**config.mk**
```make
export PLATFORM = sky130hd
export DESIGN_NAME = lced_queue
export DESIGN_NICKNAME = d
export VERILOG_FILES = /design/src/design/lced_queue.sv
export SDC_FILE = /design/constraint.sdc
export NUM_CORES = 1
export LEC_CHECK = 0
export BUFFER_PORTS_ARGS = -buffer_cell sky130_fd_sc_hd__buf_2
export CAP_MARGIN = 10
export CORE_AREA = 2 2 57 59
export DETAILED_ROUTE_END_ITERATION = 10
export DIE_AREA = 0 0 59 61
export HOLD_SLACK_MARGIN = 0.08
export PLACE_DENSITY = 0.74
export SLEW_MARGIN = 20
export SYNTH_ARGS = -nofsm -noshare
export SYNTH_HDL_FRONTEND = slang
export SYNTH_SLANG_ARGS = --single-unit
```
**constraint.sdc**
```tcl
create_clock -name clk -period 2 [get_ports clk]
set_clock_uncertainty 0.15 [all_clocks]
set_input_delay 0.1 -clock clk [delete_from_list [all_inputs] [get_ports clk]]
set_output_delay 0.1 -clock clk [all_outputs]
set_load 0.01 [all_outputs]
```
**src/design/lced_queue.sv**
```systemverilog
// Short FIFO between the pixel front end and the decision back end.
`default_nettype none

module lced_queue #(
    parameter int WIDTH = 8,
    parameter int DEPTH = 4,
    localparam int PW   = (DEPTH > 1) ? $clog2(DEPTH) : 1,
    localparam int CW   = $clog2(DEPTH + 1)
) (
    input  wire logic             clk,
    input  wire logic             rst_n,
    input  wire logic             push,
    input  wire logic [WIDTH-1:0] push_data,
    input  wire logic             pop,
    output logic                  head_valid,
    output logic      [WIDTH-1:0] head_data,
    output logic                  room
);

    logic [WIDTH-1:0] entry_reg [DEPTH];
    logic [PW-1:0]    wr_ptr_reg, wr_ptr_next;
    logic [PW-1:0]    rd_ptr_reg, rd_ptr_next;
    logic [CW-1:0]    count_reg, count_next;

    assign head_valid = (count_reg != '0);
    assign head_data  = entry_reg[rd_ptr_reg];
    // Keep one slot free for the request still in the front's last stage
    assign room       = (count_reg <= CW'(DEPTH - 2));

    // Advance pointers and count
    always_comb
    begin
        wr_ptr_next = wr_ptr_reg;
        rd_ptr_next = rd_ptr_reg;
        count_next  = count_reg;
        if (push)
        begin
            wr_ptr_next = (wr_ptr_reg == PW'(DEPTH - 1)) ? '0 : wr_ptr_reg + PW'(1);
        end
        if (pop)
        begin
            rd_ptr_next = (rd_ptr_reg == PW'(DEPTH - 1)) ? '0 : rd_ptr_reg + PW'(1);
        end
        if (push && !pop)
        begin
            count_next = count_reg + CW'(1);
        end
        else if (!push && pop)
        begin
            count_next = count_reg - CW'(1);
        end
    end

    always_ff @(posedge clk or negedge rst_n)
    begin
        if (!rst_n)
        begin
            wr_ptr_reg <= '0;
            rd_ptr_reg <= '0;
            count_reg  <= '0;
        end
        else
        begin
            wr_ptr_reg <= wr_ptr_next;
            rd_ptr_reg <= rd_ptr_next;
            count_reg  <= count_next;
        end
    end

    // Store pushed request
    always_ff @(posedge clk)
    begin
        if (push)
        begin
            entry_reg[wr_ptr_reg] <= push_data;
        end
    end

endmodule

`default_nettype wire

```
# Word-level counts from Yosys, hierarchy flattened
# Memories as Yosys holds them, arrays and structs flattened.
# Index checks and enable logic that the tools add are counted.
[word_totals] reg_bits=7 ram_bits=32 in_bits=12 output_inout_bits=10 elab_cells=23 memories=1
[op_classes] n_addsub=4 order_cmp=1 eq_ne=2 muxes=6 n_reduce_logical=6
[memory_table] name="entry_reg" words=4 width=8 read_ports=1 rd_clocked_by_memory_dff=0 write_ports=1 line_no="20" text="logic [WIDTH-1:0] entry_reg [DEPTH];"
[ops] op="$mux W3" count=2
[ops] op="$add A2 B1 Y2 const B" count=2
[ops] op="$eq A2 B2 Y1 const B" count=2
[ops] op="$mux W2" count=2
[ops] op="$add A3 B1 Y3 const B" count=1
[ops] op="$le A3 B2 Y1 const B" count=1
[ops] op="$reduce_bool A3 Y1" count=1
[ops] op="$sub A3 B1 Y3 const B" count=1
[ops] op="$logic_and A1 B1 Y1" count=2
[ops] op="$logic_not A1 Y1" count=2
[ops] op="$mux W1" count=2
[ops] op="$reduce_bool A2 Y1" count=1

# Depth between registers and ports, before layout
[logic_depth] depth_word=4 depth_mapped=7 mapped_depth_nobuf=7

# Worst setup path after synthesis
# No wires, ideal clock.
[synth_timing] kind="reg-to-reg" from="reg count_reg[0]" to="reg count_reg[2]" setup_ns=0.079 arrival_time_ns=1.232 required_time_ns=1.771 path_slack_ns=0.538 stages_incl_launch_ff=5 path_buffers=0 synth_period_minus_slack_ns=1.462 cell_sequence="dfrtp_1 -> fa_1 -> xor2_1 -> nor2_1 -> xor2_1"
[synth_via] elab_chain_cells=3 elab_cells_between_ends=4 classes_between="add/sub (2); mux (2)"
[synth_lines] item="start, declared" line_no="23" text="logic [CW-1:0] count_reg, count_next;"
[synth_lines] item="start signal, assigned" line_no="66" text="count_reg <= count_next;"
[synth_lines] item="$sub A3 B1 Y3" line_no="50" text="count_next = count_reg - CW'(1);"
[synth_lines] item="$mux W3" line_no="48" text="else if (!push && pop)"
[synth_lines] item="$mux W3 (*)" line_no="44" text="if (push && !pop)"
# Every way passes the cells marked *; elsewhere a longest branch is shown, timed or not. The select of a mux whose other input is x is not followed.
# A chain may end at the register's enable or synchronous reset.

# Final worst setup path
[layout_timing] from="reg rd_ptr_reg[0]" to="out head_data[1]"
[layout_via] elab_chain_cells=1
[layout_lines] item="start, declared" line_no="22" text="logic [PW-1:0] rd_ptr_reg, rd_ptr_next;"
[layout_lines] item="start signal, assigned" line_no="65" text="rd_ptr_reg <= rd_ptr_next;"
[layout_lines] item="$mem_v2 Z4 W8"
[layout_lines] item="end, declared" line_no="16" text="output logic [WIDTH-1:0] head_data,"
# Every way passes these cells.

==> metrics.md <==
| Metric | Value |
|---|---|
| CORE AREA | `2950 µm²` |
| CP max-delay cell | `dfrtp_2` |
| Residual DRC | `0` |
| Combinational fraction of design power | `0.295` |
| Reg clk slew, reported paths | `110 ps` |
| Setup crit start kind | `flop` |
| Status | `completed` |
| Wirelength per Cell | `15.5 µm` |
| Reg power frac | `0.543` |
| Share of cells above drive strength 1 | `0.331` |
| TritonCTS clock tree | `yes` |
| CTS Buffer Depth | `2` |
| Setup TNS | `0 ps` |
| # setup viols final | `0` |
| Slew HR | `0.702` |
| Layout fillers | `225` |
| GRT Util Overall | `0.156` |
| Synthesis-stage register bit count | `39` |
| Synth warn | `0` |
| Sw Pwr | `0.701 mW` |
| Routed Antenna Nets | `0` |
| Post-Synth Adder-Cell Area | `0.0606` |
| Period minus WS final | `1860 ps` |
| VDD IR max | `0.674 mV` |
| Sw Share | `0.308` |
| Via/cell ratio | `5.27` |
| Drt pass-1 iters | `4` |
| Post-synthesis net count | `98` |
| Crit-path max FO | `11` |
| Final Max Tran Viols | `0` |
| Routed Wire Length | `2.34 mm` |
| Initial Util | `0.531` |
| Crit path buf inv count | `1` |
| Final core occ | `0.634` |
| Most frequent cells in the layout | `edfxtp_1, buf_2, dlygate4sd3_1` |
| P_int | `1.58 mW` |
| Most common cell after layout, fill and taps aside | `edfxtp_1` |
| Total grt overflow | `0` |
| Initial antenna violation count | `0` |
| Total power | `2.28 mW` |
| CP top delay family | `flip-flops` |
| Vias in the first global route | `820` |
| Vias | `796` |
| Synthesized area | `1570 µm²` |
| WP data arrival | `1610 ps` |
| Pleak | `0.704 nW` |
| Power Density | `1220 nW/µm²` |
| Port buffer count | `21` |
| Die Width | `59 µm` |
| CTS Buf Count | `5` |
| Synth Area in Simple Gates | `0.0303` |
| Crit Path Class | `reg2out` |
| Synth cell types | `18` |
| Global-route wire length before repair | `3.78 mm` |
| Reg-to-Reg Start | `wr_ptr_reg[0]` |
| # clock sinks | `39` |
| CP Data Required Time | `1750 ps` |
| DP HPWL | `1.57 mm` |
| CTS root buf | `clkbuf_4` |
| Max Freq | `0.538 GHz` |
| Syn Inst Count | `79` |
| Worst Setup End Kind | `primary output` |
| First DRT Iteration DRCs | `14` |
| Mean Syn Cell Area | `19.9 µm²` |
| Global placement routability congestion | `0.615` |
| Post-Synth XOR/XNOR Area | `0.0167` |
| Area added between synthesis and finish | `19.4%` |
| H-tree depth | `2` |
| Hold Startpoint | `push_data[3]` |
| Slew @ Worst Pin | `447 ps` |
| Nets | `136` |
| Crit path cell chain | `mux4_2 -> buf_2` |
| Chip height | `61 µm` |
| Mux share of post-synthesis cell area | `0.136` |
| Clock power share | `0.162` |
| Largest net degree at the start of global routing | `13` |
| Slowest stage delay, CP | `580 ps` |
| Clock latency on the worst-skew pair | `330 ps` |
| I/O pin total | `22` |
| Worst min-delay path category | `in2reg` |
| Final period utilization | `0.929` |
| Sequential cell area fraction in the yosys report | `0.724` |
| CP Launch Point | `rd_ptr_reg[0]` |
| Die footprint | `3600 µm²` |
| Final hold viol count | `0` |
| Unrepaired setup endpoints after global routing | `false` |
| Synth Area in Compound Gates | `0.00957` |
| Main combinational cell family by area after synthesis | `multiplexers` |
| ANT cells | `0` |
| # rows | `20` |
| Max_cap viols | `0` |
| Setup repair bufs after CTS | `0` |
| Max FFs per register | `32` |
==> logic make-up after synthesis <==
logic type               after synthesis
flip-flops                            39
multiplexers                          11
AND/OR/NAND/NOR                        9
buffers and inverters                  7
adder cells (fa/ha/maj)                7
AO/OA/AOI/OAI                          3
XOR/XNOR                               3
==> path summary, 6_finish.rpt <==
kind                                    to  slack, ps  cells past startpoint
setup reg to reg           entry_reg[0][0]        430                      3
hold / removal             entry_reg[3][3]        360                      2
min in group asynchronous    rd_ptr_reg[1]        570                      3
setup / recovery              head_data[1]        140                      2
hold reg to reg               count_reg[2]        370                      1
max in group asynchronous    rd_ptr_reg[0]        860                      3
==> cell usage after synthesis <==
cell type	count	area (µm²)
o21ai_0	2	10.0
inv_1	5	18.8
ha_1	6	75.1
xor2_1	2	17.5
buf_2	1	5.00
mux2_2	3	33.8
nor2_1	2	7.51
mux4_2	8	180
edfxtp_1	32	961
nand2_1	1	3.75
and2_1	4	25.0
dfrtp_1	7	175
xnor2_1	1	8.76
or3_1	1	6.26
nand3_1	1	5.00
fa_1	1	20.0
buf_6	1	11.3
a21oi_1	1	5.00
==> per-stage QoR <==
stage	std cells	hold slack, ps	setup WS (ps)	area, µm²
after floorplan	79	-346	538	1570
after global placement	131	-209	298	1700
after detailed placement	131	-209	272	1700
after CTS	151	344	92.4	1870
after global routing	151	342	39.6	1870
final	151	362	143	1870
==> power by group through the flow <==
stage / clock [mW] / sequential (mW) / combinational [mW]
floorplan: 0 / 1.15 / 0.561
global route: 0.417 / 1.27 / 0.751
finish: 0.369 / 1.24 / 0.672
detailed placement: 0 / 1.26 / 0.670
CTS: 0.382 / 1.25 / 0.687
global placement: 0 / 1.25 / 0.646
==> routing by layer <==
layer,GRT usage,share of wire,up-vias
met4,0.0779,0.020,0
met5,0,0,-
met2,0.268,0.53,15
met3,0.0618,0.041,5
li1,-,-,377
met1,0.168,0.41,399
==> what timing repair did <==
item / in CTS / in global routing
hold buffers: 12 / 0
hold endpoints to repair: 44 / 0
resized for setup: 1 / 0
endpoints found under the setup margin: 8 / 0
==> layout make-up <==
class / count / area [µm²] / share of cell area
clock buffers: 5 / 37.5 / 0.0200
clock inverters: 3 / 15.0 / 0.00802
inverters: 5 / 18.8 / 0.0100
multi-input cells: 33 / 398 / 0.212
flip-flops and latches: 39 / 1140 / 0.607
well taps: 33 / 41.3 / 0.0220
repair buffers: 33 / 225 / 0.120
Note: power is estimated with default switching activity, not from simulation.
