<file path="src/design/lced_pkg.sv">
// Shared types and constants of the Lab colour edge point detector.
`default_nettype none

package lced_pkg;

    // Fixed field widths
    localparam int POS_W    = 11;
    localparam int ROW_W    = 11;
    localparam int INDEX_W  = 22;
    localparam int NB_COUNT = 4;

    // Frame height limit
    localparam logic [11:0] MAX_HEIGHT = 12'd2048;

    // Colour difference scaling: L weight 100^2, a/b weight 255^2
    localparam logic [13:0] L_SCALE  = 14'd10000;
    localparam logic [15:0] AB_SCALE = 16'd65025;

    // Threshold products after reset (epsilon of 20)
    localparam logic [8:0]  EPSILON_RESET    = 9'd20;
    localparam logic [17:0] EPS_SQ_RESET     = 18'd400;
    localparam logic [34:0] THRESHOLD_RESET  = 35'd26010000;

    // Decision queue depth between front and back
    localparam int QUEUE_DEPTH = 4;

    // Configuration register indexes
    typedef enum logic [1:0] {
        REG_EPSILON      = 2'd0,
        REG_STRIDE       = 2'd1,
        REG_IMAGE_WIDTH  = 2'd2,
        REG_IMAGE_HEIGHT = 2'd3
    } reg_index_t;

    // Neighbour codes, in test order
    typedef enum logic [1:0] {
        NB_LEFT  = 2'd0,
        NB_RIGHT = 2'd1,
        NB_UP    = 2'd2,
        NB_DOWN  = 2'd3
    } nbr_dir_t;

    // One Lab pixel: L, a, b from MSB down
    typedef logic [23:0] lab_t;

    typedef struct packed {
        logic [7:0] lightness;
        logic [7:0] chroma_a;
        logic [7:0] chroma_b;
        logic       frame_start;
    } pixel_t;

    typedef struct packed {
        logic [POS_W-1:0]   pos_x;
        logic [ROW_W-1:0]   pos_y;
        logic [INDEX_W-1:0] vertex_index;
        logic [1:0]         neighbour;
    } vertex_t;

    typedef struct packed {
        logic [8:0]  epsilon;
        logic [4:0]  stride;
        logic [11:0] image_width;
        logic [11:0] image_height;
    } cfg_t;

    // Work handed from the front to the back for one pixel
    typedef struct packed {
        logic                      clr_before;
        logic                      examine;
        logic                      clr_after;
        lab_t                      centre;
        lab_t [NB_COUNT-1:0]       nbr;
        logic [POS_W-1:0]          pos_x;
        logic [ROW_W-1:0]          pos_y;
        logic [ROW_W-1:0]          row_off;
    } job_t;

    // One restoring remainder step: shift in a bit, subtract divisor if it fits
    function automatic logic [4:0] rem_step(input logic [4:0] r, input logic b,
                                            input logic [4:0] s);
        logic [5:0] t;
        t = {r, b};
        if (t >= {1'b0, s})
        begin
            t = t - {1'b0, s};
        end
        return t[4:0];
    endfunction

    // Squared absolute difference of two 8-bit channels
    function automatic logic [15:0] sq_diff(input logic [7:0] p, input logic [7:0] q);
        logic [7:0] d;
        d = (p > q) ? (p - q) : (q - p);
        return 16'(d) * 16'(d);
    endfunction

endpackage

`default_nettype wire

</file>
<file path="src/design/lced_back.sv">
// Decision back end: stride grid test, CIE76 threshold, vertex numbering, output.
`default_nettype none

module lced_back
    import lced_pkg::*;
#(
    parameter int MAX_WIDTH = 2048,
    localparam int COL_W    = $clog2(MAX_WIDTH)
) (
    input  wire logic             clk,
    input  wire logic             rst_n,
    input  wire cfg_t             cfg,
    input  wire logic             head_valid,
    input  wire job_t             job,
    input  wire logic [COL_W-1:0] col_off,
    output logic                  pop,
    output logic                  vertex_valid,
    input  wire logic             vertex_stall,
    output vertex_t               vertex
);

    localparam int COL_LO = COL_W / 2;
    localparam int ROW_LO = ROW_W / 2;

    logic             advance;
    logic [4:0]       step_div;

    // Threshold pipeline
    logic [17:0]      eps_sq_reg;
    logic [34:0]      thr_reg;

    // Stage S1
    logic             s1_valid_reg;
    logic             s1_clr_before_reg, s1_examine_reg, s1_clr_after_reg;
    logic [POS_W-1:0] s1_pos_x_reg;
    logic [ROW_W-1:0] s1_pos_y_reg;
    logic [15:0]      s1_dl2_reg [NB_COUNT];
    logic [15:0]      s1_da2_reg [NB_COUNT];
    logic [15:0]      s1_db2_reg [NB_COUNT];
    logic [4:0]       s1_col_rem_reg, s1_row_rem_reg;
    logic [COL_LO-1:0] s1_col_low_reg;
    logic [ROW_LO-1:0] s1_row_low_reg;
    logic [4:0]       col_rem_a, row_rem_a;

    // Stage S2
    logic             s2_valid_reg;
    logic             s2_clr_before_reg, s2_examine_reg, s2_clr_after_reg;
    logic             s2_grid_reg;
    logic [POS_W-1:0] s2_pos_x_reg;
    logic [ROW_W-1:0] s2_pos_y_reg;
    logic [29:0]      s2_l_reg [NB_COUNT];
    logic [32:0]      s2_ab_reg [NB_COUNT];
    logic [4:0]       col_rem_b, row_rem_b;

    // Output stage
    logic [INDEX_W-1:0] vc_reg, vc_next;
    logic [INDEX_W-1:0] vc_start;
    logic [NB_COUNT-1:0] hit;
    logic [33:0]        lhs;
    logic               emit;
    nbr_dir_t           first_dir;
    logic               out_valid_reg;
    vertex_t            out_reg;

    assign advance  = !(out_valid_reg && vertex_stall);
    assign pop      = advance && head_valid;
    assign step_div = (cfg.stride == 5'd0) ? 5'd1 : cfg.stride;

    // Follow epsilon into its scaled square
    always_ff @(posedge clk or negedge rst_n)
    begin
        if (!rst_n)
        begin
            eps_sq_reg <= EPS_SQ_RESET;
            thr_reg    <= THRESHOLD_RESET;
        end
        else
        begin
            eps_sq_reg <= 18'(cfg.epsilon) * 18'(cfg.epsilon);
            thr_reg    <= 35'(eps_sq_reg) * 35'(AB_SCALE);
        end
    end

    // Upper remainder steps of the grid test
    always_comb
    begin
        col_rem_a = '0;
        for (int i = COL_W - 1; i >= COL_LO; i--)
        begin
            col_rem_a = rem_step(col_rem_a, col_off[i], step_div);
        end
        row_rem_a = '0;
        for (int i = ROW_W - 1; i >= ROW_LO; i--)
        begin
            row_rem_a = rem_step(row_rem_a, job.row_off[i], step_div);
        end
    end

    // Lower remainder steps of the grid test
    always_comb
    begin
        col_rem_b = s1_col_rem_reg;
        for (int i = COL_LO - 1; i >= 0; i--)
        begin
            col_rem_b = rem_step(col_rem_b, s1_col_low_reg[i], step_div);
        end
        row_rem_b = s1_row_rem_reg;
        for (int i = ROW_LO - 1; i >= 0; i--)
        begin
            row_rem_b = rem_step(row_rem_b, s1_row_low_reg[i], step_div);
        end
    end

    // Advance stage valids
    always_ff @(posedge clk or negedge rst_n)
    begin
        if (!rst_n)
        begin
            s1_valid_reg <= 1'b0;
            s2_valid_reg <= 1'b0;
        end
        else if (advance)
        begin
            s1_valid_reg <= head_valid;
            s2_valid_reg <= s1_valid_reg;
        end
    end

    // S1: channel differences squared
    always_ff @(posedge clk)
    begin
        if (advance)
        begin
            s1_clr_before_reg <= job.clr_before;
            s1_examine_reg    <= job.examine;
            s1_clr_after_reg  <= job.clr_after;
            s1_pos_x_reg      <= job.pos_x;
            s1_pos_y_reg      <= job.pos_y;
            s1_col_rem_reg    <= col_rem_a;
            s1_row_rem_reg    <= row_rem_a;
            s1_col_low_reg    <= col_off[COL_LO-1:0];
            s1_row_low_reg    <= job.row_off[ROW_LO-1:0];
            for (int i = 0; i < NB_COUNT; i++)
            begin
                s1_dl2_reg[i] <= sq_diff(job.centre[23:16], job.nbr[i][23:16]);
                s1_da2_reg[i] <= sq_diff(job.centre[15:8],  job.nbr[i][15:8]);
                s1_db2_reg[i] <= sq_diff(job.centre[7:0],   job.nbr[i][7:0]);
            end
        end
    end

    // S2: scale lightness and chroma terms
    always_ff @(posedge clk)
    begin
        if (advance)
        begin
            s2_clr_before_reg <= s1_clr_before_reg;
            s2_examine_reg    <= s1_examine_reg;
            s2_clr_after_reg  <= s1_clr_after_reg;
            s2_pos_x_reg      <= s1_pos_x_reg;
            s2_pos_y_reg      <= s1_pos_y_reg;
            s2_grid_reg       <= (col_rem_b == 5'd0) && (row_rem_b == 5'd0);
            for (int i = 0; i < NB_COUNT; i++)
            begin
                s2_l_reg[i]  <= 30'(s1_dl2_reg[i]) * 30'(L_SCALE);
                s2_ab_reg[i] <= (33'(s1_da2_reg[i]) + 33'(s1_db2_reg[i])) *
                                33'(AB_SCALE);
            end
        end
    end

    // Compare each neighbour against the threshold
    always_comb
    begin
        lhs = '0;
        for (int i = 0; i < NB_COUNT; i++)
        begin
            lhs    = 34'(s2_l_reg[i]) + 34'(s2_ab_reg[i]);
            hit[i] = {1'b0, lhs} > thr_reg;
        end
    end

    // Pick the first differing neighbour, number the vertex
    always_comb
    begin
        first_dir = NB_LEFT;
        for (int i = NB_COUNT - 1; i >= 0; i--)
        begin
            if (hit[i])
            begin
                first_dir = nbr_dir_t'(2'(i));
            end
        end
        emit     = s2_valid_reg && s2_examine_reg && s2_grid_reg && (hit != '0);
        vc_start = s2_clr_before_reg ? '0 : vc_reg;
        vc_next  = emit ? vc_start + INDEX_W'(1) : vc_start;
        if (s2_clr_after_reg)
        begin
            vc_next = '0;
        end
    end

    always_ff @(posedge clk or negedge rst_n)
    begin
        if (!rst_n)
        begin
            vc_reg        <= '0;
            out_valid_reg <= 1'b0;
        end
        else if (advance)
        begin
            out_valid_reg <= emit;
            if (s2_valid_reg)
            begin
                vc_reg <= vc_next;
            end
        end
    end

    // Hold the vertex until it is taken
    always_ff @(posedge clk)
    begin
        if (advance && emit)
        begin
            out_reg.pos_x        <= s2_pos_x_reg;
            out_reg.pos_y        <= s2_pos_y_reg;
            out_reg.vertex_index <= vc_start;
            out_reg.neighbour    <= first_dir;
        end
    end

    assign vertex_valid = out_valid_reg;
    assign vertex       = out_reg;

endmodule

`default_nettype wire

</file>
<file path="config.mk">
export PLATFORM = sky130hd
export DESIGN_NAME = lced_back
export DESIGN_NICKNAME = d
export VERILOG_FILES = /design/src/design/lced_pkg.sv /design/src/design/lced_back.sv
export SDC_FILE = /design/constraint.sdc
export NUM_CORES = 2
export LEC_CHECK = 0
export ABC_AREA = 1
export BUFFER_PORTS_ARGS = -buffer_cell sky130_fd_sc_hd__buf_4
export CAP_MARGIN = 20
export CELL_PAD_IN_SITES_DETAIL_PLACEMENT = 2
export CELL_PAD_IN_SITES_GLOBAL_PLACEMENT = 2
export CORE_UTILIZATION = 45
export CTS_CLUSTER_DIAMETER = 60
export DETAILED_ROUTE_END_ITERATION = 8
export HOLD_SLACK_MARGIN = 0.08
export PLACE_DENSITY_LB_ADDON = 0.1
export SYNTH_ARGS = -nofsm -noshare
export SYNTH_HDL_FRONTEND = slang
export SYNTH_SLANG_ARGS = --single-unit
</file>
<file path="constraint.sdc">
create_clock -name clk -period 31.6 [get_ports clk]
set_input_delay 1.58 -clock clk [delete_from_list [all_inputs] [get_ports clk]]
set_output_delay 1.58 -clock clk [all_outputs]
set_load 0.005 [all_outputs]
</file>
# Word-level counts from Yosys, hierarchy flattened
# Memories as Yosys holds them, arrays and structs flattened.
# Index checks and enable logic that the tools add are counted.
# word_totals
ramBits,428
n_memories,5
register_bits,194
input_bits,209
wordCells,203
# classes
n_mux,42
order_cmp,38
bitwise,1
n_reduce_logical,14
multipliers,22
addsub,55
# mem_list
name,depth,word_bits,rd,rd_clocked_by_memory_dff,write_ports,line_no,text
s2_ab_reg,4,33,4,0,4,lced_back.sv:52,logic [32:0] s2_ab_reg [NB_COUNT];
s2_l_reg,4,26,4,0,4,lced_back.sv:51,logic [29:0] s2_l_reg [NB_COUNT];
s1_da2_reg,4,16,4,0,4,lced_back.sv:38,logic [15:0] s1_da2_reg [NB_COUNT];
s1_db2_reg,4,16,4,0,4,lced_back.sv:39,logic [15:0] s1_db2_reg [NB_COUNT];
s1_dl2_reg,4,16,4,0,4,lced_back.sv:37,logic [15:0] s1_dl2_reg [NB_COUNT];
# op_table
cell,n
multiplier 8 x 8 -> 16 bit,12
subtractor 8 bit,24
adder 30 x 33 -> 34 bit,4
> comparator 34 bit,4
multiplier 17 x 16 -> 33 bit (second input constant),4
>= comparator 6 x 5 -> 1 bit,20
two-way mux 5 bit,23
multiplier 16 x 10 -> 26 bit (second input constant),4
subtractor 5 bit,20
> comparator 8 bit,12
two-way mux 8 bit,12
adder 16 x 16 -> 17 bit,4
two-way mux 22 bit,3
multiplier 18 x 16 -> 34 bit (second input constant),1
adder 22 x 1 -> 22 bit (second input constant),1
multiplier 9 x 9 -> 18 bit,1
zero test 5 bit,3
>= comparator 1 x 5 -> 1 bit,2
subtractor 1 x 5 -> 5 bit,2
logical AND 1 bit,7
two-way mux 2 bit,2
nonzero test 4 bit,1
two-way mux 1 bit,2
AND reduction 2 bit,1
other kinds (3),3

# Depth between registers and ports, before layout
# depth
depth_word,14
ltp_mapped,54

# Least setup slack after synthesis
# Ideal clock, no wire load.
# synth_path
kind,input to register
start,input vertex_stall
end,register vc_reg[21]
t_required_ps,31528
path_buffers,1
stages,6
path_slack_ps,17416
t_arrival_ps,14112
setup_ps,72
path_cell_list,nand2_1 > nand2_1 > nor2_1 > clkbuf_1 > nand2_1 > nand2_1
# synth_between
elab_chain_cells,3
# synth_rtl
element,line_no,text
start: declaration,lced_back.sv:18,"input wire logic vertex_stall,"
logical AND 1 bit,lced_back.sv:65,assign advance = !(out_valid_reg && vertex_stall);
NOT 1 bit (no source line),-,
AND reduction 2 bit (no source line),-,
end signal: assignment,lced_back.sv:215,vc_reg <= vc_next;
end: declaration,lced_back.sv:56,"logic [INDEX_W-1:0] vc_reg, vc_next;"
# Every way passes these cells.
# A chain may end at the register's enable or synchronous reset.

# Worst setup path after layout
# layout_path
start,input cfg[25] (netlist name)
end,"register s1_col_rem_reg[4], data pin"
# layout_between
elab_chain_cells,14
word_cells_on_any_way,20
classes_between,add/sub: 6; order compare: 6; mux: 7; reduce/logical: 1
# layout_rtl
element,line_no,text
start: declaration,lced_back.sv:12,"input wire cfg_t cfg,"
zero test 5 bit,lced_back.sv:67,assign step_div = (cfg.stride == 5'd0) ? 5'd1 : cfg.stride;
two-way mux 5 bit *,lced_back.sv:67,
subtractor 1 x 5 -> 5 bit / >= comparator 1 x 5 -> 1 bit (equally long branches),"lced_pkg.sv:86, lced_pkg.sv:84",
two-way mux 5 bit,lced_pkg.sv:84,"if (t >= {1'b0, s})"
subtractor 5 bit / >= comparator 6 x 5 -> 1 bit (equally long branches),"lced_pkg.sv:86, lced_pkg.sv:84",
two-way mux 5 bit,lced_pkg.sv:84,
subtractor 5 bit / >= comparator 6 x 5 -> 1 bit (equally long branches),"lced_pkg.sv:86, lced_pkg.sv:84",
two-way mux 5 bit,lced_pkg.sv:84,
subtractor 5 bit / >= comparator 6 x 5 -> 1 bit (equally long branches),"lced_pkg.sv:86, lced_pkg.sv:84",
two-way mux 5 bit,lced_pkg.sv:84,
>= comparator 6 x 5 -> 1 bit / subtractor 5 bit (equally long branches),"lced_pkg.sv:84, lced_pkg.sv:86",
two-way mux 5 bit,lced_pkg.sv:84,
subtractor 5 bit / >= comparator 6 x 5 -> 1 bit (equally long branches),"lced_pkg.sv:86, lced_pkg.sv:84",
two-way mux 5 bit *,lced_pkg.sv:84,
net col_rem_a[4],lced_back.sv:43,"logic [4:0] col_rem_a, row_rem_a;"
end signal: assignment,lced_back.sv:139,s1_col_rem_reg <= col_rem_a;
end: declaration,lced_back.sv:40,"logic [4:0] s1_col_rem_reg, s1_row_rem_reg;"
# The timed path passes the listed nets; every way through them passes the cells marked *.

==> summary.txt <==
Routing
  • Iteration-0 DRC count of the detailed router: 2904
  • Via count: 71900
  • Final WL: 310000 um
  • Via/cell ratio: 5.50
  • DR pass1 iterations: 5
  • Routed len/inst: 23.7 um
  • Post-DRT Antenna Nets: 0
  • Drc violations: 0

Yosys
  • Avg Inst Size Synth: 8.93 um2
  • Yosys reg bits: 604
  • Register area share after synthesis: 19.8%
  • Ranking of synthesized cells by area: ha_1 24%, fa_1 19%, edfxtp_1 18%
  • Synth Cell Area: 90000 um2
  • Post-synth top area share: 24.2%
  • Post-synth top area cell: ha_1
  • Post-synth top cells: 2049 x inv_1, 1739 x ha_1, 1332 x nand2_1, 838 x fa_1, 726 x a21oi_1
  • Asr flop ratio synth: 12.4%
  • Yosys Warn Count: 0
  • Most used DFF post-synth: edfxtp_1
  • Cells after synthesis: 10100
  • Top-count cell post-synth: inv_1
  • Cell variety after synth: 69
  • EDFF count, synth: 529

Layout
  • Largest register FFs: 132
  • Core Util, Final: 49.6%
  • Share of layout cells above drive strength 1: 5.45%
  • P&R area growth vs syn: 9.05%
  • Nets: 13100
  • FILL cells: 21400

Setup path
  • R2r endpoint: s2_ab_reg[2][32]
  • CP arrival: 11220 ps
  • FF-to-FF setup slack: 23020 ps
  • Crit-path max FO: 22
  • Worst setup path category: primary input to flip-flop
  • Reg2Reg Depth: 30
  • Req. time, crit path: 32070 ps
  • Critical-path top delay cell: or2_2
  • Worst setup EP type: flip-flop
  • FF-to-FF Start: s1_da2_reg[2][3]
  • CP Launch Type: primary input
  • CP max stage delay: 590 ps
  • CP most frequent cell: inv_1

Placement
  • Post-detail-place hpwl: 253000 um
  • IO Port Bufs: 232
  • Gpl congestion: 0.868

Floorplanning
  • Num rows: 163
  • Initial Util: 45.4%
  • Die Width: 449 um
  • Core area: 198000 um2
  • Die ar.: 202000 um2
  • Ports: 257
  • Die height: 449 um

Hold path
  • Hold Crit Start: s2_pos_y_reg[3]
  • WHS Path Cells: 0
  • Hold Crit Endpoint: vertex[27]
  • HP Class: flip-flop to flip-flop

STA
  • RSZ-0062 raised after global routing: no
  • Crit share post-route: 34.0%
  • Worst slew pin tran: 1160 ps
  • Final-report hold violation count: 0
  • Clock skew: 48.6 ps
  • Peak Freq: 0.0930 GHz
  • Period minus WS final: 10750 ps
  • Worst slew margin: 22.2%
  • Final Setup Violations: 0
  • Final Max Tran Viols: 0
  • Final TNS setup: 0 ps

Clocking
  • CTS tree: built
  • Clk buf depth: 3
  • CTS Buf Count: 92
  • Setup bufs post-CTS: 0
  • CTS Root Cell: clkbuf_16
  • Post-cts resize count: 0
  • Clock transition at path regs: 60 ps
  • H-tree depth: 3
  • Worst skew pair latency: 780 ps
  • CTS Sinks: 604
  • Hold-fix buffers at CTS: 0

Flow run
  • Maximum Capacitance Violations: 0

Global route
  • First-pass GRT wire length: 488000 um
  • Initial antenna violation count: 6
  • Global Route Usage Sum: 30.7%
  • Largest net degree at the start of global routing: 135
  • Number of global-route vias before repair: 84800
  • Grt ovf: 0

Status
  • Status: finished, final reports clean
==> layout make-up <==
cell class	instances	area [um2]	share of cell area [%]
flip-flops and latches	604	17800	18.1
clock buffers	110	2420	2.47
inverters	2067	7760	7.91
well taps	2640	3300	3.37
diodes	1	2.50	0.00255
repair buffers	257	1960	2.00
clock inverters	60	758	0.773
multi-input cells	7334	64100	65.4
==> critical path: cells and delay by family <==
kind            cells  cell delay, ps
simple gates       19            2990
compound gates     15            2930
fa+ha+maj           6            2560
buf+inv             9            1150
==> cell families after synthesis <==
family          synth area share, %
mux                           0.313
flops                          19.8
fa+ha+maj                      42.8
other cells                 0.00835
compound gates                 8.83
simple gates                   12.2
xor+xnor                       7.03
buf+inv                        9.04
==> routing by layer <==
layer,track usage [%],share of wire [%],wire [um],up-vias
li1,-,-,-,33300
met1,36.3,41,127000,36900
met2,57.4,53,163000,1159
met3,3.00,2.8,8580,524
met4,10.8,3.6,11200,6
met5,0,0.013,39,-
==> worst max-delay path by stage <==
stage / start / to / slack, ps
floorplan: vertex_stall / vc_reg[21] / 17420
CTS: cfg[25] / s1_col_rem_reg[4] / 20900
detailed placement: cfg[25] / s1_col_rem_reg[4] / 20080
global route: cfg[25] / s1_col_rem_reg[4] / 20070
finish: cfg[25] / s1_col_rem_reg[4] / 20850
global placement: cfg[25] / s1_row_rem_reg[4] / 20620
==> cell usage in the layout (no fill, tap or decap), drive strengths merged, types with 310 or more instances in the layout <==
master,count
nand2,1362
ha,1739
xor2,507
fa,838
nand3,310
a21oi,732
nor2,681
edfxtp,529
inv,2081
o21ai,409
==> per-stage QoR <==
stage	std cells	area, um2	hold slack (ps)	setup WS (ps)
final	13100	98100	420	20850
after global routing	13100	98100	429	20070
after CTS	13100	98100	422	20900
after detailed placement	12900	94900	408	20080
after global placement	12900	94900	400	20620
after floorplan	10100	90000	400	17420
Power is not shown: default switching activity piles up to over one toggle a cycle in this logic, so the estimate is an artifact.
